--- config.mk ---
export PLATFORM = sky130hd
export DESIGN_NAME = obtip_norm_cell
export DESIGN_NICKNAME = d
export VERILOG_FILES = /design/src/hdl/obtip_pkg.sv /design/src/hdl/obtip_norm_cell.sv
export SDC_FILE = /design/constraint.sdc
export NUM_CORES = 1
export LEC_CHECK = 0
export ABC_CLOCK_PERIOD_IN_PS = 12850
export BUFFER_PORTS_ARGS = -buffer_cell sky130_fd_sc_hd__buf_2
export CORE_AREA = 4 4 198 200
export CTS_CLUSTER_DIAMETER = 60
export DETAILED_ROUTE_END_ITERATION = 6
export DIE_AREA = 0 0 202 204
export GPL_TIMING_DRIVEN = 0
export PLACE_DENSITY = 0.6
export SLEW_MARGIN = 20
export SYNTH_ARGS = -nofsm -noshare
export SYNTH_HDL_FRONTEND = slang
export SYNTH_SLANG_ARGS = --single-unit
export TNS_END_PERCENT = 5
--- constraint.sdc ---
create_clock -name clock -period 12.85 [get_ports clock]
set_input_delay 2.57 -clock clock [delete_from_list [all_inputs] [get_ports clock]]
set_output_delay 2.57 -clock clock [all_outputs]
set_load 0.1 [all_outputs]
--- src/hdl/obtip_pkg.sv ---
// Package for the one-bone tip solver: the payload records that travel
// down the cell chains. No dependencies.
package obtip_pkg;

   localparam int unsigned NORM_CELLS = 5;
   localparam int unsigned SQRT_CELLS = 32;
   localparam int unsigned DIV_CELLS  = 31;

   // Data that rides along unchanged from the front to the output stage.
   typedef struct packed {
      logic [2:0][31:0] base;
      logic [2:0]       neg;
      logic             zero;
   } side_type;

   typedef struct packed {
      side_type         side;
      logic [30:0]      blen;
      logic [30:0]      m;
      logic [2:0][30:0] mag;
   } norm_type;

   typedef struct packed {
      side_type         side;
      logic [2:0][61:0] prod;
      logic [63:0]      rad;
      logic [33:0]      rem;
      logic [31:0]      root;
   } sqrt_type;

   typedef struct packed {
      side_type         side;
      logic [31:0]      len;
      logic [2:0][62:0] rem;
      logic [2:0][30:0] quo;
   } div_type;

endpackage

--- src/hdl/obtip_norm_cell.sv ---
// One normalize cell: conditional left shift of the magnitudes by SHIFT.
// Depends on obtip_pkg.
module obtip_norm_cell import obtip_pkg::*; #(
   parameter int unsigned SHIFT = 16
) (
   input  logic     clock,
   input  logic     reset,
   input  logic     in_valid,
   output logic     in_ready,
   input  norm_type in_data,
   output logic     out_valid,
   input  logic     out_ready,
   output norm_type out_data
);

   logic     valid_ff;
   norm_type data_ff;
   norm_type data_in;

   assign in_ready  = ~valid_ff | out_ready;
   assign out_valid = valid_ff;
   assign out_data  = data_ff;

   always_comb begin
      data_in = in_data;
      // shift when the top SHIFT bits of the max are clear
      if (in_data.m[30 -: SHIFT] == '0) begin
         data_in.m = in_data.m << SHIFT;
         for (int i = 0; i < 3; i++) begin
            data_in.mag[i] = in_data.mag[i] << SHIFT;
         end
      end
   end

   always_ff @(posedge clock) begin
      if (reset) begin
         valid_ff <= 1'b0;
      end else if (in_ready) begin
         valid_ff <= in_valid;
      end
   end

   always_ff @(posedge clock) begin
      if (in_ready && in_valid) begin
         data_ff <= data_in;
      end
   end

endmodule

==> reports/qor.yml <==
status: "complete, no violations"
port_buffers: 515
tns_ns: 0
cts_tree: "built"
worst-endpoint-required_ns: 10.28
arrival_ns: 3.21
vias: 5890
clk_pin_slew_ns: 0.06
max_freq_ghz: 0.1729
hpwl_mm: 24.10
startpoint: "out_ready"
critPathCaptureType: "primary output"
drv_cap: 0
fin_skew_ns: 0.01874
setup_violations: 0
syn-cell-area_um2: 9049
rsz0062_at_grt: "false"
postCtsSetupBuffers: 0
dr_wl_met2_mm: 15.48
clkLatencyLatePin_ns: 0.56
htree_num_levels: 1
synth_cell_type_count: 18
crit_slowest_cell: "buf_2"
finish.net_count: 1213
viasPerCell: 3.953
drt-pass1-iter-count: 4
die_h_um: 204
reg2regPathDepth: 5
tightest_slew_ns: 0.7783
cts_resized: 0
avgSynthCellArea_um2: 22.45
timing.final.crit_period_ns: 5.782
path_cells: "buf_2 > nand2b_1 > buf_2"
routed.top_layer: "met5"
n_fill_cell: 3697
area_growth_pct: 47.59
worstSetupPathType: "primary input to primary output"
grt_use_total_pct: 13.78
drt-wirelength-per-cell_um: 20.33
cp_max_fo: 3
dieArea_um2: 41210
slew_viol_final: 0
finalPower_mw: 2.297
die_w_um: 202
cp.buffers_inverters: 2
whs_ns: 0.5313
leakagePower_nw: 5.639
yosys_warnings: 0
drc: 0
pre_cts_slack_ns: 7.069
syn_inst: 403
num_rows: 71
p_per_area_nw_per_um2: 172.0
worst_r2r_endpoint: "out_data[44]$_SDFFCE_PN0P_"
drt_wl_total_mm: 30.29
synth.top_cell.area_share_pct: 84.62
antenna_found_initial: 11
max_stage_delay_ns: 0.44
initial_core_util_pct: 24.19
grt.overflow.total: 0
hp-start: "out_valid$_SDFFE_PP0P_"
cts_root_buffer: "clkbuf_16"
timing.final.hold_violations: 0
core_area_um2: 37400
synth-seq-cells: 256
antenna_left: 0
ios: 516
rr_startpoint: "out_valid$_SDFFE_PP0P_"
numCtsBuffers: 29
min_path_type: "register to register"
start_kind: "primary input"
ctsHoldBuffers: 0
synth_top_area_cell: "edfxtp_1"
drt-met1-wl_mm: 10.39
critPathMostFrequentCell: "buf_2"
r2r_setup_slack_ns: 10.75
grt_max_degree: 58
irDropWorstVdd_v: 0.0001206
layout_worst_path_cycle_share_pct: 45.00
drt_iter0_markers: 254
clkSinkCount: 256
hold_depth: 2
wl_met3_mm: 3.248
grt_pass1_wl_mm: 42.06
syn_nets: 662
place.gp.congestion: 0.8895
synthTopCellsByArea: "edfxtp_1 85%, mux2_4 6.6%, and2_1 4.4%"
critPathTopFamily: "buffers and inverters"
drive_gt1_share_pct: 62.60
fin_ws_ns: 7.068
grt_pass1_vias: 6359
min_delay_worst_endpoint: "out_valid$_SDFFE_PP0P_"
synth.yosys.seq_area_share_pct: 84.85
max_slew_margin_pct: 47.64
cts.path.max_buffers: 3
## kinds of logic (layout without fill, tap and decap cells)
family / Yosys count / after routing / synth area share (%)
other: 0 / 3 / 0
flip-flops: 256 / 256 / 84.85
AND/OR/NAND/NOR: 71 / 71 / 5.006
buffers and inverters: 15 / 588 / 1.590
multiplexers: 45 / 45 / 7.259
AO/OA/AOI/OAI: 16 / 16 / 1.300
## metrics by stage
| stage | util [%] | cells | cell area (um^2) |
|---|---|---|---|
| finish | 35.71 | 1490 | 13360 |
| detailed placement | 33.15 | 1434 | 12400 |
| floorplan | - | 403 | 9049 |
| global route | 35.70 | 1488 | 13350 |
| global placement | 32.80 | 1429 | 12270 |
| CTS | 35.69 | 1487 | 13350 |
## power by group
group / switching [mW] / internal [mW] / total [mW] / leakage (nW)
logic: 0.407 / 0.0774 / 0.484 / 2.71
registers: 0.0128 / 0.978 / 0.990 / 2.48
clock network: 0.329 / 0.493 / 0.822 / 0.456
total: 0.749 / 1.55 / 2.30 / 5.64
## worst max path at each step
stage / end / depth (start not counted)
3_5_place_dp: in_ready / 3
6_report: in_ready / 3
5_1_grt: in_ready / 3
4_1_cts: in_ready / 3
3_3_place_gp: out_data[221]$_DFFE_PP_ / 3
2_1_floorplan: out_data[0]$_SDFFCE_PN0P_ / 2
## worst register-to-register path, delay by kind of cell (launching register included)
family	cells	cell delay, ns
flip-flops	1	0.31
buffers and inverters	3	0.93
AND/OR/NAND/NOR	2	0.51
## sequential cells by signal, summed over array words and instances, names as in the netlist
register and count:
out_data 255, out_valid 1
## synthesized netlist by cell type
| master | instances |
|---|---|
| buf_6 | 1 |
| nor4_1 | 3 |
| and2_1 | 64 |
| nor4_2 | 1 |
| buf_8 | 1 |
| nand2b_1 | 1 |
| a21o_1 | 15 |
| and4_1 | 1 |
| buf_12 | 4 |
| buf_4 | 1 |
| inv_1 | 1 |
| mux2_4 | 40 |
| dfxtp_1 | 1 |
| edfxtp_1 | 255 |
| nand4_1 | 1 |
| clkbuf_1 | 7 |
| mux2_1 | 5 |
| a21oi_1 | 1 |
## cells in the final DEF, fill, tap and decap left out, drive strengths merged, types with 4 or more instances in the layout
| cell type | n |
|---|---|
| a21o | 15 |
| and2 | 64 |
| buf | 527 |
| bufinv | 4 |
| clkbuf | 40 |
| clkinv | 11 |
| edfxtp | 255 |
| mux2 | 45 |
| nor4 | 4 |
## final cells by class
class	instances	area (um^2)	area share, %
Sequential cell	256	7677	57.49
Timing Repair Buffer	520	2708	20.27
Multi-Input combinational cell	132	1230	9.209
Clock buffer	33	740.7	5.546
Tap cell	511	639.4	4.787
Clock inverter	20	209.0	1.565
Buffer	14	140.1	1.049
Antenna cell	3	7.507	0.05621
Inverter	1	3.754	0.02811
## layer usage
layer | vias up | global-route usage [%]
li1 | 2661 | -
met1 | 2799 | 14.13
met2 | 358 | 24.95
met3 | 58 | 5.855
met4 | 14 | 5.249
met5 | - | 0
No activity file was read; power rests on OpenSTA's default activity.
