### src/hdl/obtip_pkg.sv
// Package for the one-bone tip solver: the payload records that travel
// down the cell chains. No dependencies.
package obtip_pkg;

   localparam int unsigned NORM_CELLS = 5;
   localparam int unsigned SQRT_CELLS = 32;
   localparam int unsigned DIV_CELLS  = 31;

   // Data that rides along unchanged from the front to the output stage.
   typedef struct packed {
      logic [2:0][31:0] base;
      logic [2:0]       neg;
      logic             zero;
   } side_type;

   typedef struct packed {
      side_type         side;
      logic [30:0]      blen;
      logic [30:0]      m;
      logic [2:0][30:0] mag;
   } norm_type;

   typedef struct packed {
      side_type         side;
      logic [2:0][61:0] prod;
      logic [63:0]      rad;
      logic [33:0]      rem;
      logic [31:0]      root;
   } sqrt_type;

   typedef struct packed {
      side_type         side;
      logic [31:0]      len;
      logic [2:0][62:0] rem;
      logic [2:0][30:0] quo;
   } div_type;

endpackage

### src/hdl/obtip_div_cell.sv
// One divider cell: resolves quotient bit SHIFT for all three lanes.
// Depends on obtip_pkg.
module obtip_div_cell import obtip_pkg::*; #(
   parameter int unsigned SHIFT = 30
) (
   input  logic    clock,
   input  logic    reset,
   input  logic    in_valid,
   output logic    in_ready,
   input  div_type in_data,
   output logic    out_valid,
   input  logic    out_ready,
   output div_type out_data
);

   logic        valid_ff;
   div_type     data_ff;
   div_type     data_in;
   logic [62:0] dvs;

   assign in_ready  = ~valid_ff | out_ready;
   assign out_valid = valid_ff;
   assign out_data  = data_ff;
   assign dvs       = {31'b0, in_data.len} << SHIFT;

   always_comb begin
      data_in = in_data;
      for (int i = 0; i < 3; i++) begin
         if (in_data.rem[i] >= dvs) begin
            data_in.rem[i] = in_data.rem[i] - dvs;
            data_in.quo[i] = {in_data.quo[i][29:0], 1'b1};
         end else begin
            data_in.quo[i] = {in_data.quo[i][29:0], 1'b0};
         end
      end
   end

   always_ff @(posedge clock) begin
      if (reset) begin
         valid_ff <= 1'b0;
      end else if (in_ready) begin
         valid_ff <= in_valid;
      end
   end

   always_ff @(posedge clock) begin
      if (in_ready && in_valid) begin
         data_ff <= data_in;
      end
   end

endmodule

### config.mk
export PLATFORM = sky130hd
export DESIGN_NAME = obtip_div_cell
export DESIGN_NICKNAME = d
export VERILOG_FILES = /design/src/hdl/obtip_pkg.sv /design/src/hdl/obtip_div_cell.sv
export SDC_FILE = /design/constraint.sdc
export NUM_CORES = 1
export LEC_CHECK = 0
export BUFFER_PORTS_ARGS = -buffer_cell sky130_fd_sc_hd__buf_2
export CORE_AREA = 8 8 320 322
export DETAILED_ROUTE_END_ITERATION = 10
export DIE_AREA = 0 0 328 330
export PLACE_DENSITY = 0.38
export SLEW_MARGIN = 20
export SYNTH_ARGS = -nofsm -noshare
export SYNTH_HDL_FRONTEND = slang
export SYNTH_SLANG_ARGS = --single-unit
### constraint.sdc
create_clock -name clock -period 17.7 [get_ports clock]
set_input_delay 3.54 -clock clock [delete_from_list [all_inputs] [get_ports clock]]
set_output_delay 3.54 -clock clock [all_outputs]
set_load 0.03 [all_outputs]
==> results.sh, run 1 <==
export IMPL_critPathCaptureType="output port"
export IMPL_start_util_pct=19.5
export IMPL_max_slew_margin_pct=34.3
export IMPL_timing_critical_path_mode_cell="buf_2"
export IMPL_synth_edf_count=414
export IMPL_ys_flop_type="edfxtp_1"
export IMPL_powerDensity_mw_per_mm2=109
export IMPL_first_iter_violations=1087
export IMPL_syn_area_per_cell_sq_um=13.3
export IMPL_fin_nets=2801
export IMPL_clock_latency_ns=0.62
export IMPL_fp_dieArea_sq_mm=0.108
export IMPL_cts_root_buf="clkbuf_16"
export IMPL_grt_pass1_vias=15614
export IMPL_antenna_found_initial=32
export IMPL_synth_async_sr_flop_share_pct=0
export IMPL_core_sq_mm=0.0974
export IMPL_cts_tree="done"
export IMPL_crit_slowest_cell="buf_2"
export IMPL_post_cts_buffers=0
export IMPL_synthCells=1430
export IMPL_place_gp_congestion=0.863
export IMPL_cp_top_family="buffers and inverters"
export IMPL_routed_wl_mm=89.7
export IMPL_pre_cts_ws_ns=10.00
export IMPL_area_growth_pct=39.4
export IMPL_drive_gt1_share_pct=40.3
export IMPL_netlist_top_cells_count="edfxtp_1, nand2_1, o21ai_0"
export IMPL_hold_viol_final=0
export IMPL_worstPathCellList="buf_2, nand2b_1, buf_2"
export IMPL_synth_top_area_share_pct=65.5
export IMPL_via_count=15381
export IMPL_placed_cells_incl_taps=3516
export IMPL_start_kind="input port"
export IMPL_vdd_ir_drop_max_uv=70.0
export IMPL_cap_violations=0
export IMPL_hp_start="out_valid$_SDFFE_PP0N_"
export IMPL_clock_sinks=415
export IMPL_finalSetupTns_ns=0
export IMPL_clk_pin_slew_worst_paths_ns=0.05
export IMPL_syn_area_sq_mm=0.0190
export IMPL_yosys_area_top_type="edfxtp_1"
export IMPL_synthDistinctLibCells=64
export IMPL_finalSetupViolCount=0
export IMPL_detail_route_vias_per_cell=4.25
export IMPL_crit_path_max_fanout=3
export IMPL_drt_pass1_iterations=5
export IMPL_min_path_type="reg -> reg"
export IMPL_finalCritPeriodShare_pct=42.5
export IMPL_wl_per_cell_um=24.7
export IMPL_slew_viol_final=0
export IMPL_yosys_cell_count_top_type="edfxtp_1"
export IMPL_setup_slack_ns=10.18
export IMPL_worstSetupPathType="in -> out"
export IMPL_cp_slowest_stage_delay_ns=0.19
export IMPL_synth_area_leaders="edfxtp_1, ha_1, o21ai_0"
export IMPL_grt_usage_pct=15.5
export IMPL_ant_nets=0
export IMPL_stdcell_count=3623
export IMPL_startpoint="out_ready"
export IMPL_min_period_ns=7.52
export IMPL_rsz0062_at_grt="no"
export IMPL_overflow=0
export IMPL_yosysWarningCount=0
export IMPL_worst_path_buf_inv=2
export IMPL_cts_buffers=53
export IMPL_cp_data_arrival_time_ns=3.98
export IMPL_ys_ff_latch=415
export IMPL_die_h_um=330
export IMPL_clk_path_buf_depth=3
export IMPL_timing_fmax_mhz=133
export IMPL_p_leak_nw=11.0
export IMPL_ctsHoldBuffers=0
export IMPL_skew_ns=0.0218
export IMPL_cts_resized=0
export IMPL_io_buffers=830
export IMPL_grt_start_max_net_pins=94
export IMPL_h_tree_depth=2
export IMPL_final_util_pct=27.2
export IMPL_tightest_slew_ns=0.986
export IMPL_die_w_um=328
export IMPL_detailed_place_hpwl_mm=74.9
export IMPL_ios=834
export IMPL_route_detailed_drc=0
export IMPL_status="finished, final reports clean"
export IMPL_grt_pass1_wl_mm=121
export IMPL_seq_area_frac_synth_pct=65.6
export IMPL_critical_path_required_ns=14.16
export IMPL_syn_nets=1947
export IMPL_rr_startpoint="out_valid$_SDFFE_PP0N_"
export IMPL_num_rows=115
## kinds of logic after synthesis
logic type | Yosys count | synth area share [%]
buffers and inverters | 101 | 2.04
multiplexers | 8 | 0.461
XOR/XNOR | 80 | 3.69
AND/OR/NAND/NOR | 348 | 8.98
flip-flops | 415 | 65.6
AO/OA/AOI/OAI | 379 | 12.6
adder cells (fa/ha/maj) | 99 | 6.64
## final timing paths
kind / slack [ns] / depth (start not counted) / to
setup / recovery: 10.18 / 3 / in_ready
hold reg to reg: 0.54 / 2 / out_valid$_SDFFE_PP0N_
setup reg to reg: 13.43 / 5 / out_data[86]$_DFFE_PP_
hold / removal: 0.54 / 2 / out_valid$_SDFFE_PP0N_
## cells in the final DEF, fill, tap and decap left out, types with 16 or more instances in the layout
| cell | netlist | final |
|---|---|---|
| o21a_1 | 18 | 18 |
| a21o_1 | 46 | 46 |
| nor3_1 | 23 | 23 |
| nand2_1 | 142 | 142 |
| buf_2 | 6 | 830 |
| nand2b_1 | 20 | 20 |
| edfxtp_1 | 414 | 414 |
| a21oi_1 | 84 | 84 |
| ha_1 | 96 | 96 |
| o21ai_1 | 16 | 16 |
| xnor2_1 | 35 | 35 |
| clkbuf_16 | 0 | 53 |
| nor4_1 | 20 | 20 |
| inv_1 | 61 | 61 |
| o21ai_0 | 115 | 115 |
| xor2_1 | 45 | 45 |
| nand4_1 | 23 | 23 |
| nor2_1 | 44 | 44 |
## power breakdown
part | internal (mW) | switching, mW | total, mW
Combinational | 0.181 | 0.414 | 0.595
Sequential | 1.18 | 0.0192 | 1.20
Clock | 0.641 | 0.450 | 1.09
Total | 2.00 | 0.883 | 2.88
## registers in the layout, summed over array words and instances (netlist names)
| register | count |
|---|---|
| out_data | 414 |
| out_valid | 1 |
## stage by stage
stage               hold WS, ns  power, mW  area (sq um)
global route              0.576       3.01         26500
finish                    0.544       2.88         26500
global placement          0.504       1.82         24700
CTS                       0.546       2.94         26400
floorplan                 0.860       1.60         19000
detailed placement        0.534       1.82         24700
## layout make-up
cell class,instances,area (sq um)
Fill cell,10233,70900
Sequential cell,415,12500
Multi-Input combinational cell,914,6190
Timing Repair Buffer,839,4230
Tap cell,1287,1610
Clock buffer,61,1360
Clock inverter,35,392
Inverter,61,229
Antenna cell,11,27.5
## routing by layer
metal / global-route usage, % / vias up / share of wire, %
met1: 17.1 / 7390 / 37
li1: - / 7218 / -
met3: 6.06 / 130 / 9.3
met2: 27.8 / 615 / 51
met4: 4.10 / 28 / 2.5
met5: 0 / - / 0.20
## tightest hold or removal path: cells and delay by family, from the launching register on
family	cells	cell delay, ns
compound gates	1	0.08
simple gates	1	0.11
flops	1	0.31
No activity file was read; power rests on OpenSTA's default activity.
==> run 2: changes to the inputs <==
Settings changed: CORE_AREA 8 8 320 322 to 8 8 318 320, DIE_AREA 0 0 328 330 to 0 0 326 328, PLACE_DENSITY 0.38 to 0.4.
Clock period 17.7 ns to 6.7 ns, I/O delays scaled along.
==> results.sh, run 2 (same netlist as run 1, synthesis figures left out) <==
export IMPL_post_cts_buffers=0
export IMPL_min_period_ns=4.82
export IMPL_grt_pass1_wl_mm=121
export IMPL_clk_path_buf_depth=3
export IMPL_layout_commonest_cell="buf_2"
export IMPL_largest_reg_flops=414
export IMPL_grt_start_max_net_pins=140
export IMPL_ant_nets=0
export IMPL_hp_start="out_valid$_SDFFE_PP0N_"
export IMPL_timing_fmax_mhz=207
export IMPL_grt_usage_pct=15.7
export IMPL_skew_ns=0.0260
export IMPL_critPathCaptureType="flop"
export IMPL_worstRegToRegCells=3
export IMPL_max_slew_margin_pct=18.4
export IMPL_clock_sinks=415
export IMPL_finalSetupViolCount=0
export IMPL_drive_gt1_share_pct=40.1
export IMPL_min_path_type="reg -> reg"
export IMPL_die_w_um=326
export IMPL_overflow=0
export IMPL_hold_viol_final=0
export IMPL_tightest_slew_ns=1.21
export IMPL_cap_violations=0
export IMPL_most_common_layout_cells="buf_2, edfxtp_1, nand2_1"
export IMPL_crit_path_max_fanout=52
export IMPL_clk_pin_slew_worst_paths_ns=0.06
export IMPL_slew_viol_final=0
export IMPL_ios=834
export IMPL_r2r_end="out_data[408]$_DFFE_PP_"
export IMPL_clock_latency_ns=0.62
export IMPL_worstSetupPathType="in -> reg"
export IMPL_cts_tree="done"
export IMPL_vdd_ir_drop_max_uv=172
export IMPL_detailed_place_hpwl_mm=74.7
export IMPL_timing_hold_ws_ns=0.513
export IMPL_rr_startpoint="out_valid$_SDFFE_PP0N_"
export IMPL_wl_per_cell_um=24.7
export IMPL_routed_wl_mm=89.2
export IMPL_area_growth_pct=39.4
export IMPL_cts_resized=0
export IMPL_r2r_setup_slack_ns=4.70
export IMPL_finalSetupTns_ns=0
export IMPL_status="finished, final reports clean"
export IMPL_ctsHoldBuffers=0
export IMPL_cp_data_arrival_time_ns=5.18
export IMPL_finalCritPeriodShare_pct=72.0
export IMPL_start_kind="input port"
export IMPL_rsz0062_at_grt="no"
export IMPL_antenna_found_initial=39
export IMPL_via_count=15468
export IMPL_num_rows=114
export IMPL_fp_dieArea_sq_mm=0.107
export IMPL_nFillCells=10068
export IMPL_cts_root_buf="clkbuf_16"
export IMPL_fin_nets=2803
export IMPL_place_gp_congestion=0.846
export IMPL_h_tree_depth=2
export IMPL_first_iter_violations=1002
export IMPL_die_h_um=328
export IMPL_core_sq_mm=0.0960
export IMPL_io_buffers=830
export IMPL_critical_path_required_ns=7.06
export IMPL_powerDensity_mw_per_mm2=287
export IMPL_cts_buffers=52
export IMPL_drt_pass1_iterations=5
export IMPL_p_leak_nw=11.0
export IMPL_start_util_pct=19.8
export IMPL_detail_route_vias_per_cell=4.28
export IMPL_grt_pass1_vias=15584
export IMPL_min_to="out_valid$_SDFFE_PP0N_"
export IMPL_route_detailed_drc=0
export IMPL_holdPathStages=2
run 2: cell count changes in the layout (fill, tap and decap cells not counted), sizes merged:
cell / delta
diode: -2
clkbuf: +7
clkinv: -8
inv: +2
buf: +3
bufinv: -1
run 2: worst max path at each step:
| stage | start | endpoint | slack, ns | cells after the start |
|---|---|---|---|---|
| after floorplan | out_ready | out_data[0]$_DFFE_PP_ | 1.66 | 2 |
| after detailed placement | in_data[293] | out_data[209]$_DFFE_PP_ | 1.32 | 11 |
| after global routing | in_data[302] | out_data[209]$_DFFE_PP_ | 1.73 | 10 |
| final | in_data[293] | out_data[209]$_DFFE_PP_ | 1.88 | 11 |
| after global placement | in_data[293] | out_data[213]$_DFFE_PP_ | 1.34 | 11 |
| after CTS | in_data[293] | out_data[209]$_DFFE_PP_ | 1.98 | 11 |
run 2: power breakdown:
| part | internal [mW] | switching [mW] | leakage (nW) |
|---|---|---|---|
| Combinational | 0.481 | 1.09 | 6.21 |
| Sequential | 3.12 | 0.0538 | 4.02 |
| Clock | 1.68 | 1.18 | 0.814 |
| Total | 5.27 | 2.32 | 11.0 |
run 2: layer usage:
metal	wire length [um]	global-route usage, %
met5	191	0
met4	2290	4.04
met3	9080	7.16
met2	44800	27.6
met1	32800	17.0
run 2: final cells by class:
| cell class | count | area (sq um) | area share [%] |
|---|---|---|---|
| antenna | 9 | 22.5 | 0.0851 |
| multi-input combinational | 914 | 6190 | 23.4 |
| inverter | 61 | 229 | 0.865 |
| clock buffer | 68 | 1400 | 5.30 |
| tap | 1276 | 1600 | 6.03 |
| sequential | 415 | 12500 | 47.0 |
| timing repair buffer | 842 | 4270 | 16.1 |
| clock inverter | 28 | 315 | 1.19 |
run 2: critical path: stages:
cell       delay [ns]
buf_2            0.11
inv_1            0.30
ha_1             0.41
o21a_1           0.21
o2bb2ai_1        0.22
nor2_1           0.11
nor4b_1          0.62
o41a_1           0.38
o311a_2          0.88
inv_1            0.19
mux2_2           0.32
run 2: through the flow:
| step | power, mW | util, % | setup slack, ns | cell area [sq um] | instances |
|---|---|---|---|---|---|
| after floorplan | 4.18 | - | 1.66 | 19000 | 1430 |
| after global placement | 4.81 | 25.8 | 1.34 | 24700 | 3508 |
| after detailed placement | 4.82 | 25.8 | 1.32 | 24700 | 3508 |
| after CTS | 7.75 | 27.6 | 1.98 | 26500 | 3604 |
| after global routing | 7.94 | 27.6 | 1.73 | 26500 | 3606 |
| final | 7.60 | 27.6 | 1.88 | 26500 | 3613 |
