`config.mk`:
```
export PLATFORM = sky130hd
export DESIGN_NAME = obtip_sqrt_cell
export DESIGN_NICKNAME = d
export VERILOG_FILES = /design/src/hdl/obtip_pkg.sv /design/src/hdl/obtip_sqrt_cell.sv
export SDC_FILE = /design/constraint.sdc
export NUM_CORES = 1
export LEC_CHECK = 0
export ABC_AREA = 0
export BUFFER_PORTS_ARGS = -buffer_cell sky130_fd_sc_hd__buf_2
export CORE_AREA = 5 5 326 328
export CTS_CLUSTER_SIZE = 24
export DETAILED_ROUTE_END_ITERATION = 8
export DIE_AREA = 0 0 331 333
export GPL_TIMING_DRIVEN = 0
export PLACE_DENSITY_LB_ADDON = 0.15
export SLEW_MARGIN = 20
export SYNTH_ARGS = -nofsm -noshare
export SYNTH_HDL_FRONTEND = slang
export SYNTH_SLANG_ARGS = --single-unit
```
`constraint.sdc`:
```
create_clock -name clock -period 12.2 [get_ports clock]
set_input_delay 1.83 -clock clock [delete_from_list [all_inputs] [get_ports clock]]
set_output_delay 1.83 -clock clock [all_outputs]
set_load 0.03 [all_outputs]
```
`src/hdl/obtip_pkg.sv`:
```
// Package for the one-bone tip solver: the payload records that travel
// down the cell chains. No dependencies.
package obtip_pkg;

   localparam int unsigned NORM_CELLS = 5;
   localparam int unsigned SQRT_CELLS = 32;
   localparam int unsigned DIV_CELLS  = 31;

   // Data that rides along unchanged from the front to the output stage.
   typedef struct packed {
      logic [2:0][31:0] base;
      logic [2:0]       neg;
      logic             zero;
   } side_type;

   typedef struct packed {
      side_type         side;
      logic [30:0]      blen;
      logic [30:0]      m;
      logic [2:0][30:0] mag;
   } norm_type;

   typedef struct packed {
      side_type         side;
      logic [2:0][61:0] prod;
      logic [63:0]      rad;
      logic [33:0]      rem;
      logic [31:0]      root;
   } sqrt_type;

   typedef struct packed {
      side_type         side;
      logic [31:0]      len;
      logic [2:0][62:0] rem;
      logic [2:0][30:0] quo;
   } div_type;

endpackage

```
`src/hdl/obtip_sqrt_cell.sv`:
```
// One square root cell: resolves one root bit from two radicand bits.
// Depends on obtip_pkg.
module obtip_sqrt_cell import obtip_pkg::*; (
   input  logic     clock,
   input  logic     reset,
   input  logic     in_valid,
   output logic     in_ready,
   input  sqrt_type in_data,
   output logic     out_valid,
   input  logic     out_ready,
   output sqrt_type out_data
);

   logic     valid_ff;
   sqrt_type data_ff;
   sqrt_type data_in;
   logic [33:0] rem2;
   logic [33:0] trial;

   assign in_ready  = ~valid_ff | out_ready;
   assign out_valid = valid_ff;
   assign out_data  = data_ff;

   always_comb begin
      rem2    = {in_data.rem[31:0], in_data.rad[63:62]};
      trial   = {in_data.root, 2'b01};
      data_in = in_data;
      data_in.rad = {in_data.rad[61:0], 2'b00};
      if (rem2 >= trial) begin
         data_in.rem  = rem2 - trial;
         data_in.root = {in_data.root[30:0], 1'b1};
      end else begin
         data_in.rem  = rem2;
         data_in.root = {in_data.root[30:0], 1'b0};
      end
   end

   always_ff @(posedge clock) begin
      if (reset) begin
         valid_ff <= 1'b0;
      end else if (in_ready) begin
         valid_ff <= in_valid;
      end
   end

   always_ff @(posedge clock) begin
      if (in_ready && in_valid) begin
         data_ff <= data_in;
      end
   end

endmodule

```
==> results of run 1 <==
==> worst min-delay path: stages, from the launching register on <==
cell	delay, ns
dfxtp_1	0.31
nand2b_1	0.11
a21oi_1	0.08
==> cells by family (layout without fill, tap and decap cells) <==
logic type,Yosys count,in the layout
compound gates,145,145
other cells,1,17
fa+ha+maj,34,34
xor+xnor,27,27
simple gates,118,118
buf+inv,65,1003
flops,415,415
==> power breakdown <==
part / total (W) / switching [W] / internal, W / leakage [nW]
Clock: 0.00157 / 0.000664 / 0.000908 / 0.845
Combinational: 0.000567 / 0.000396 / 0.000171 / 4.62
Sequential: 0.00171 / 0.0000234 / 0.00168 / 4.02
Total: 0.00384 / 0.00108 / 0.00276 / 9.48
==> area by class of cell <==
type	count	area, sq um	area share (%)
Tap cell	1380	1730	7.56
Timing Repair Buffer	841	4390	19.2
Clock buffer	63	1390	6.10
Clock inverter	34	352	1.54
Sequential cell	415	12500	54.5
Antenna cell	15	37.5	0.164
Multi-Input combinational cell	326	2190	9.61
Buffer	15	98.8	0.433
Inverter	50	188	0.822
==> metal layers <==
| metal | vias to the layer above | global-route usage [%] |
|---|---|---|
| li1 | 4926 | - |
| met1 | 5239 | 11.5 |
| met2 | 486 | 20.7 |
| met3 | 96 | 5.16 |
| met4 | 26 | 2.78 |
| met5 | - | 0 |
==> cells in the final DEF (no fill, tap or decap), drive strengths merged, types with 13 or more instances in the layout <==
master / Yosys / routed
ha: 34 / 34
clkbuf: 7 / 70
xor2: 13 / 13
xnor2: 14 / 14
a21oi: 38 / 38
diode: 0 / 15
nand2: 53 / 53
inv: 50 / 53
buf: 8 / 849
o21ai: 48 / 48
nor2: 21 / 21
clkinv: 0 / 24
edfxtp: 414 / 414
==> how the worst max path moves through the flow <==
stage	start	endpoint	slack, ns
3_3_place_gp	out_ready	out_data[101]$_DFFE_PP_	1.94
6_report	in_data[17]	out_data[53]$_DFFE_PP_	7.68
3_5_place_dp	in_data[17]	out_data[53]$_DFFE_PP_	6.89
4_1_cts	in_data[17]	out_data[53]$_DFFE_PP_	7.60
5_1_grt	in_data[17]	out_data[53]$_DFFE_PP_	7.49
2_1_floorplan	out_ready	out_data[0]$_DFFE_PP_	4.45
==> state kept, by name, summed over array words and instances, names as in the netlist <==
register   flops
out_valid      1
out_data     414
==> metrics by stage <==
stage	hold slack (ns)	setup slack (ns)	area, sq um	total power (W)	cells
2_1_floorplan	0.859	4.45	14900	0.00207	806
3_3_place_gp	0.511	1.94	20800	0.00233	3019
3_5_place_dp	0.518	6.89	21000	0.00232	3027
4_1_cts	0.530	7.60	22800	0.00394	3124
5_1_grt	0.569	7.49	22800	0.00403	3126
6_report	0.535	7.68	22800	0.00384	3139
==> flow_summary.ini, run 1 <==
[status]
status = finished, final reports clean

[cts]
cts_tree = built
cts-root-buf = clkbuf_16
cts_num_sinks = 415
cts_hold_buf = 0
cts_setup_buffers = 0
clk_latency_ns = 0.65
clkTransAtPathRegs_ns = 0.06
ctsResizeCount = 0
cts_buffers = 53
clockBufferDepth = 3
h-tree-depth = 2

[die]
die_w_microns = 331
rows = 118
initial_core_util_pct = 14.5
pin_count = 838
dieArea_sq_um = 110000
core-area_sq_um = 103000
die_h_microns = 333

[route]
vias = 10800
drt_first_pass_iters = 6
wl_per_cell_microns = 21.2
dr_wl_met3_microns = 7540
drt_iter0_drc = 487
wl_microns = 66600
remaining_drc_errors = 0
wl_met1_microns = 23100
via_per_inst = 3.43
highest_layer = met5
ant_nets = 0
wl_met2_microns = 34500

[setup_path]
cp_num_cells = 12
ff2ff_setup_slack_ns = 9.63
crit_slowest_cell = clkbuf_1
crit_type = in2reg
crit_family = compound AO/OA/AOI/OAI gates
r2r_start = out_valid$_SDFFE_PP0N_
rr_worst_depth = 6
cp.required_ns = 12.55
crit_path_max_incr_delay_ns = 0.51
crit_path_end_kind = register
arrival_ns = 4.87
rr_endpoint = out_data[254]$_DFFE_PP_
startpoint_type = input pin
worstPathMaxFanout = 10
crit_chain = buf_2 > inv_1 > ha_1 > clkbuf_1 > a21oi_1 > o21ai_0 > nand2b_1 > a221oi_2 > nor2_1 > a21boi_1 > clkbuf_1 > o21ai_0
critPathBufInv = 4

[global_routing]
gr-usage-all-layers_pct = 11.3
grt_first_pass_wirelength_microns = 87900
grt_pass1_vias = 11200
antenna_found_initial = 41
overflow = 0
grt_max_degree = 56

[logic_synthesis]
yosys.area.top_type = edfxtp_1
syn_avg_cell_area_sq_um = 18.5
synth.area.top_cells = edfxtp_1 83%, ha_1 2.8%, nand2_1 1.3%
yosysWarnings = 0
synthMuxAreaShare_pct = 0
syn_area_sq_um = 14900
synthXorXnorAreaFrac_pct = 1.58
yosysSeqAreaShare_pct = 83.4
synth_edf_count = 414
synth_simple_gate_area_share_pct = 3.81
yosysTopAreaCellShare_pct = 83.3
ys.flop_type = edfxtp_1
synth_compound_area_share_pct = 6.39
synth_top_family_by_area = compound AO/OA/AOI/OAI gates
synth.most_common_cell = edfxtp_1
yosys.area_share.adder_pct = 2.85
synth_common_cells = 414 x edfxtp_1, 53 x nand2_1, 50 x inv_1
synth_cells = 805
synth_cell_type_count = 61
synth-seq-cells = 415
synth-async-reset-ratio_pct = 0

[placed_design]
dpl.hpwl_microns = 54500
io_buffer_count = 833
finalWeightedCongestion = 0.807

[run]
maxCapViolations = 0

[power_and_ir_drop]
power.density_nw_per_um2 = 168
peakVddDrop_v = 0.000105
p_leak_nw = 9.48

[sta]
fmaxAchievable_mhz = 221
hold_viol_final = 0
finalMaxSlewViolations = 0
fin_setup_tns_ns = 0
setup_viol = 0
worst_slew_pin_slew_ns = 0.622
rsz0062_at_grt = false
layout_min_cycle_time_ns = 4.52
post-route-period-util_pct = 37.1
worst_clock_skew_ns = 0.0363
worst_slew_margin_rel_pct = 58.6

[finish]
drive_gt1_share_pct = 54.3
fill_cells = 11100
nets = 2156
final_util_pct = 22.2
area_growth_pct = 53.0

[min_path]
hp-class = reg2reg
min_path_cells = 2
holdPathEnd = out_valid$_SDFFE_PP0N_
hp-start = out_valid$_SDFFE_PP0N_
No activity file was read; power rests on OpenSTA's default activity.
==> run 2, diff against run 1 <==
ABC_AREA = 1   (was 0)
CORE_AREA = 5 5 322 324   (was 5 5 326 328)
DIE_AREA = 0 0 327 329   (was 0 0 331 333)
clock period = 4.6 ns   (was 12.2 ns; I/O delays follow)
==> flow_summary.ini, run 2 <==
[cts]
cts_num_sinks = 415
clkTransAtPathRegs_ns = 0.06
h-tree-depth = 2
ctsResizeCount = 0
clk_latency_ns = 0.62
cts-root-buf = clkbuf_16
clockBufferDepth = 3
cts_hold_buf = 0
cts_buffers = 52
cts_tree = built
cts_setup_buffers = 0

[finish]
final_common_cell = buf_2
layout_common_cells = 833 x buf_2, 414 x edfxtp_1, 283 x nand2_1
final_util_pct = 23.3
area_growth_pct = 52.0
nets = 2410
drive_gt1_share_pct = 47.6
regArea_sq_um = 12500
largest_register_ff_count = 414
multi_input_area_sq_um = 2510
fill_cells = 10900
final_area_sq_um = 23500

[setup_path]
cp.required_ns = 4.98
crit_chain = buf_2 > inv_1 > ha_1 > nand2_1 > nor2_1 > nand2_1 > o21ai_0 > nand2_1 > nand2_1 > nand2_1 > nand3_1 > nand2_1
worstPathMaxFanout = 4
r2r_start = out_valid$_SDFFE_PP0N_
crit_path_end_kind = register
rr_endpoint = out_data[351]$_DFFE_PP_
crit_path_max_incr_delay_ns = 0.72
crit_top_cell = nand2_1
crit_family = simple AND/OR/NAND/NOR gates
crit_type = in2reg
arrival_ns = 2.95
critPathBufInv = 2
crit_slowest_cell = o21ai_0
ff2ff_setup_slack_ns = 2.34
startpoint_type = input pin
rr_worst_depth = 6

[sta]
fin_ws_ns = 2.03
hold_viol_final = 0
worst_slew_margin_rel_pct = 39.5
fmaxAchievable_mhz = 388
worst_slew_pin_slew_ns = 0.897
post-route-period-util_pct = 56.0
worst_clock_skew_ns = 0.0288
layout_min_cycle_time_ns = 2.57
finalMaxSlewViolations = 0
rsz0062_at_grt = false
setup_viol = 0

[die]
initial_core_util_pct = 15.4
die_h_microns = 329
core-area_sq_um = 101000
pin_count = 838
rows = 117
die_w_microns = 327
dieArea_sq_um = 108000

[global_routing]
gr-usage-all-layers_pct = 12.5
grt_first_pass_wirelength_microns = 95200
antenna_found_initial = 36
grt_pass1_vias = 12300
grt_max_degree = 27
overflow = 0

[logic_synthesis]
yosysWarnings = 0
synth_edf_count = 414
synth-async-reset-ratio_pct = 0
syn_area_sq_um = 15500
synth_common_cells = 414 x edfxtp_1, 283 x nand2_1, 121 x inv_1
synth.area.top_cells = edfxtp_1 80%, nand2_1 6.9%, inv_1 2.9%
synth-seq-cells = 415
syn_avg_cell_area_sq_um = 14.8
yosysSeqAreaShare_pct = 80.4
ys.flop_type = edfxtp_1
yosys.area.top_type = edfxtp_1
synth_cell_type_count = 32
synth_cells = 1046
yosysTopAreaCellShare_pct = 80.3
synth.most_common_cell = edfxtp_1

[power_and_ir_drop]
comb_power_share_pct = 16.0
peakVddDrop_v = 0.000245
netSwitchingFraction_pct = 28.3
internal_power_w = 0.00721
switching_power_w = 0.00284
power_frac_seq_pct = 44.9
p_leak_nw = 10.4
power.density_nw_per_um2 = 427
pwr-share-clk_pct = 39.1

[min_path]
hp-class = in2reg
holdPathEnd = out_valid$_SDFFE_PP0N_
hp-start = reset
min_path_cells = 2

[route]
vias = 11800
via_per_inst = 3.57
wl_microns = 71700
ant_nets = 0
remaining_drc_errors = 0
wl_per_cell_microns = 21.6
drt_iter0_drc = 560
drt_first_pass_iters = 4

[status]
status = finished, final reports clean

[placed_design]
dpl_cell_area_sq_um = 21900
dpl.hpwl_microns = 60600
finalWeightedCongestion = 0.811
post-place-ws_ns = 1.36
io_buffer_count = 833

[run]
maxCapViolations = 0
run 2: changes by cell type after synthesis, moves of 5 or more:
cell,previous run,this run
nand3b_1,0,9
inv_1,50,121
nor2_2,0,6
o21ai_1,16,1
o21ai_0,30,11
xnor2_1,14,4
nand3_1,11,31
a21o_1,11,2
clkbuf_1,6,0
a211oi_1,5,0
nand2_1,53,283
a21oi_1,37,31
nor2_1,21,45
run 2: cell families after synthesis:
family                     count (synthesis)  share of synthesized area, %
adders and majority gates                 34                          2.75
other                                      1                        0.0242
xor gates and xnor gates                  17                         0.961
DFF                                      415                          80.4
buffers and inverters                    132                          3.48
AOI/OAI and AO/OA                         51                          1.79
and+or+nand+nor                          396                          10.6
run 2: final cells by class:
class | count | share of cell area [%]
Antenna cell | 7 | 0.0744
Sequential cell | 415 | 52.9
Inverter | 124 | 2.02
Clock inverter | 29 | 1.14
Buffer | 8 | 0.303
Timing Repair Buffer | 855 | 20.2
Tap cell | 1309 | 6.96
Clock buffer | 66 | 5.75
Multi-Input combinational cell | 500 | 10.7
run 2: worst max path at each step:
| stage | startpoint | end | slack (ns) | cells after the start |
|---|---|---|---|---|
| 2_1_floorplan | out_ready | out_data[0]$_DFFE_PP_ | -3.32 | 2 |
| 3_5_place_dp | in_data[6] | out_data[61]$_DFFE_PP_ | 1.36 | 12 |
| 3_3_place_gp | out_ready | out_data[130]$_DFFE_PP_ | -6.85 | 3 |
| 5_1_grt | in_data[6] | out_data[61]$_DFFE_PP_ | 1.93 | 12 |
| 6_report | in_data[10] | out_data[61]$_DFFE_PP_ | 2.03 | 12 |
| 4_1_cts | in_data[6] | out_data[61]$_DFFE_PP_ | 2.08 | 12 |
run 2: through the flow:
| stage | setup TNS [ns] | total power (W) | std cells | hold WS (ns) |
|---|---|---|---|---|
| 6_report | 0 | 0.0100 | 3313 | 0.220 |
| 3_3_place_gp | -2804.74 | 0.00624 | 3189 | 0.520 |
| 5_1_grt | 0 | 0.0105 | 3308 | 0.164 |
| 3_5_place_dp | 0 | 0.00623 | 3211 | 0.542 |
| 4_1_cts | 0 | 0.0103 | 3306 | 0.144 |
| 2_1_floorplan | -1373.48 | 0.00553 | 1047 | 0.759 |
run 2: metal layers:
metal | vias up | wire length, microns | GRT usage [%]
li1 | 5484 | - | -
met1 | 5681 | 24100 | 12.4
met2 | 484 | 38600 | 23.9
met3 | 135 | 6190 | 4.71
met4 | 28 | 2580 | 4.21
met5 | - | 186 | 0
run 2: power by group through the flow:
stage | Clock [W] | Combinational [W] | Sequential, W
floorplan | 0 | 0.000395 | 0.00513
global placement | 0 | 0.00156 | 0.00468
detailed placement | 0 | 0.00164 | 0.00459
CTS | 0.00414 | 0.00165 | 0.00452
global route | 0.00428 | 0.00172 | 0.00453
finish | 0.00393 | 0.00160 | 0.00451
==> run 3, diff against run 2 <==
clock period = 2.2 ns   (was 4.6 ns; I/O delays follow)
==> flow_summary.ini, run 3 (synthesis gave the netlist of run 2 again) <==
[die]
rows = 117
dieArea_sq_um = 108000
die_w_microns = 327
pin_count = 838
core-area_sq_um = 101000
initial_core_util_pct = 15.4
die_h_microns = 329

[route]
ant_nets = 0
remaining_drc_errors = 0
wl_microns = 72800
via_per_inst = 3.57
drt_iter0_drc = 581
vias = 13300
drt_first_pass_iters = 4
wl_per_cell_microns = 19.6

[power_and_ir_drop]
power_frac_seq_pct = 43.2
pwr-share-clk_pct = 38.6
comb_power_share_pct = 18.2
peakVddDrop_v = 0.000524
switching_power_w = 0.00612
internal_power_w = 0.0157
p_total_w = 0.0219
power.density_nw_per_um2 = 790
p_leak_nw = 12.1
netSwitchingFraction_pct = 28.0

[sta]
post-route-period-util_pct = 92.4
worst_slew_pin_slew_ns = 0.568
layout_min_cycle_time_ns = 2.03
worst_clock_skew_ns = 0.0192
fin_setup_tns_ns = 0
hold_viol_final = 0
fmaxAchievable_mhz = 492
setup_viol = 0
finalMaxSlewViolations = 0
worst_slew_margin_rel_pct = 61.9
rsz0062_at_grt = false
fin_hold_ws_ns = 0.0625

[cts]
cts_buffers = 53
cts_num_sinks = 415
clk_latency_ns = 0.60
cts_setup_buffers = 0
clkTransAtPathRegs_ns = 0.05
cts_tree = built
cts-root-buf = clkbuf_16
clockBufferDepth = 3
h-tree-depth = 2

[finish]
final_common_cell = buf_2
regArea_sq_um = 12500
nets = 2819
multi_input_area_sq_um = 2520
layout_common_cells = 833 x buf_2, 414 x edfxtp_1, 408 x dlygate4sd3_1
drive_gt1_share_pct = 39.7
fill_cells = 10700
largest_register_ff_count = 414
area_growth_pct = 78.7

[status]
status = finished, final reports clean

[global_routing]
overflow = 0
grt_first_pass_wirelength_microns = 100000
grt_max_degree = 27
gr-usage-all-layers_pct = 12.7
antenna_found_initial = 18
grt_pass1_vias = 14300

[setup_path]
crit_path_end_kind = register
r2r_start = out_valid$_SDFFE_PP0N_
worstPathMaxFanout = 10
crit_type = in2reg
crit_path_max_incr_delay_ns = 0.36
rr_worst_depth = 6
crit_slowest_cell = ha_1
startpoint_type = input pin
ff2ff_setup_slack_ns = 0.18
crit_chain = buf_2 > inv_1 > ha_1 > nand2_1 > inv_1 > nand2_1 > nand2_1 > nand2_1 > nand3_1 > nand2_1 > nand3_2 > nand2_2 > nand2_8 > buf_4 > nand3_1 > nand2_1
rr_endpoint = out_data[9]$_DFFE_PP_
cp.required_ns = 2.55
arrival_ns = 2.38
crit_top_cell = nand2_1

[run]
maxCapViolations = 0

[min_path]
holdPathEnd = out_data[63]$_DFFE_PP_
hp-class = in2reg
min_path_cells = 3
hp-start = in_data[61]

[placed_design]
dpl.hpwl_microns = 59400
finalWeightedCongestion = 0.808
io_buffer_count = 833
-- run 3: cell count changes in the layout (fill, tap and decap cells not counted), moves of 2 or more --
| cell | change |
|---|---|
| clkinvlp_4 | +2 |
| clkinv_2 | +2 |
| dlygate4sd3_1 | +408 |
| inv_1 | +2 |
| clkbuf_1 | -2 |
-- run 3: worst max path at each step --
stage                                start                     end  slack [ns]  cells past startpoint
CTS                             in_data[6]  out_data[61]$_DFFE_PP_        0.02                     12
global placement    out_valid$_SDFFE_PP0N_  out_data[37]$_DFFE_PP_       -9.06                      1
global route                   in_data[13]  out_data[57]$_DFFE_PP_        0.02                     14
detailed placement              in_data[6]  out_data[61]$_DFFE_PP_       -0.66                     12
floorplan           out_valid$_SDFFE_PP0N_   out_data[0]$_DFFE_PP_       -5.59                      1
finish                          in_data[2]  out_data[62]$_DFFE_PP_        0.17                     16
-- run 3: worst max-delay path: cells and delay by family --
family,cells,cell delay (ns)
and+or+nand+nor,11,1.29
buffers and inverters,4,0.39
adders and majority gates,1,0.36
-- run 3: layout make-up --
cell class | count | share of cell area [%]
inverter | 124 | 1.69
timing repair buffer | 1263 | 31.9
tap | 1309 | 5.92
buffer | 8 | 0.258
antenna | 6 | 0.0542
multi-input combinational | 500 | 9.09
clock inverter | 32 | 1.11
clock buffer | 65 | 4.95
sequential | 415 | 45.0
-- run 3: power by group through the flow --
| stage | Sequential (W) | Clock (W) | Combinational, W |
|---|---|---|---|
| 3_5_place_dp | 0.00960 | 0 | 0.00342 |
| 4_1_cts | 0.00945 | 0.00889 | 0.00407 |
| 5_1_grt | 0.00948 | 0.00922 | 0.00426 |
| 3_3_place_gp | 0.00978 | 0 | 0.00326 |
| 6_report | 0.00944 | 0.00844 | 0.00397 |
| 2_1_floorplan | 0.0107 | 0 | 0.000826 |
-- run 3: timing repair --
item | in CTS | in global routing
resized for setup | 0 | 3
hold buffers | 408 | 0
endpoints found under the setup margin | 0 | 30
hold endpoints to repair | 407 | 0
-- run 3: routing by layer --
layer  global-route usage, %  wire length [microns]  vias up  part of all wire [%]
li1                        -                      -     6303                     -
met1                    13.1                  25800     6347                    35
met2                    24.2                  38600      497                    53
met3                    4.31                   5660      110                   7.8
met4                    4.28                   2620       16                   3.6
met5                       0                    111        -                  0.15
-- run 3: stage by stage --
step                      setup WS (ns)  std cells  area (sq um)  util (%)
after global placement            -9.06       3189         21300      21.1
final                             0.168       3722         27700      27.4
after global routing             0.0227       3718         27700      27.4
after CTS                        0.0155       3716         27700      27.4
after floorplan                   -5.59       1047         15500         -
after detailed placement         -0.663       3211         21900      21.7
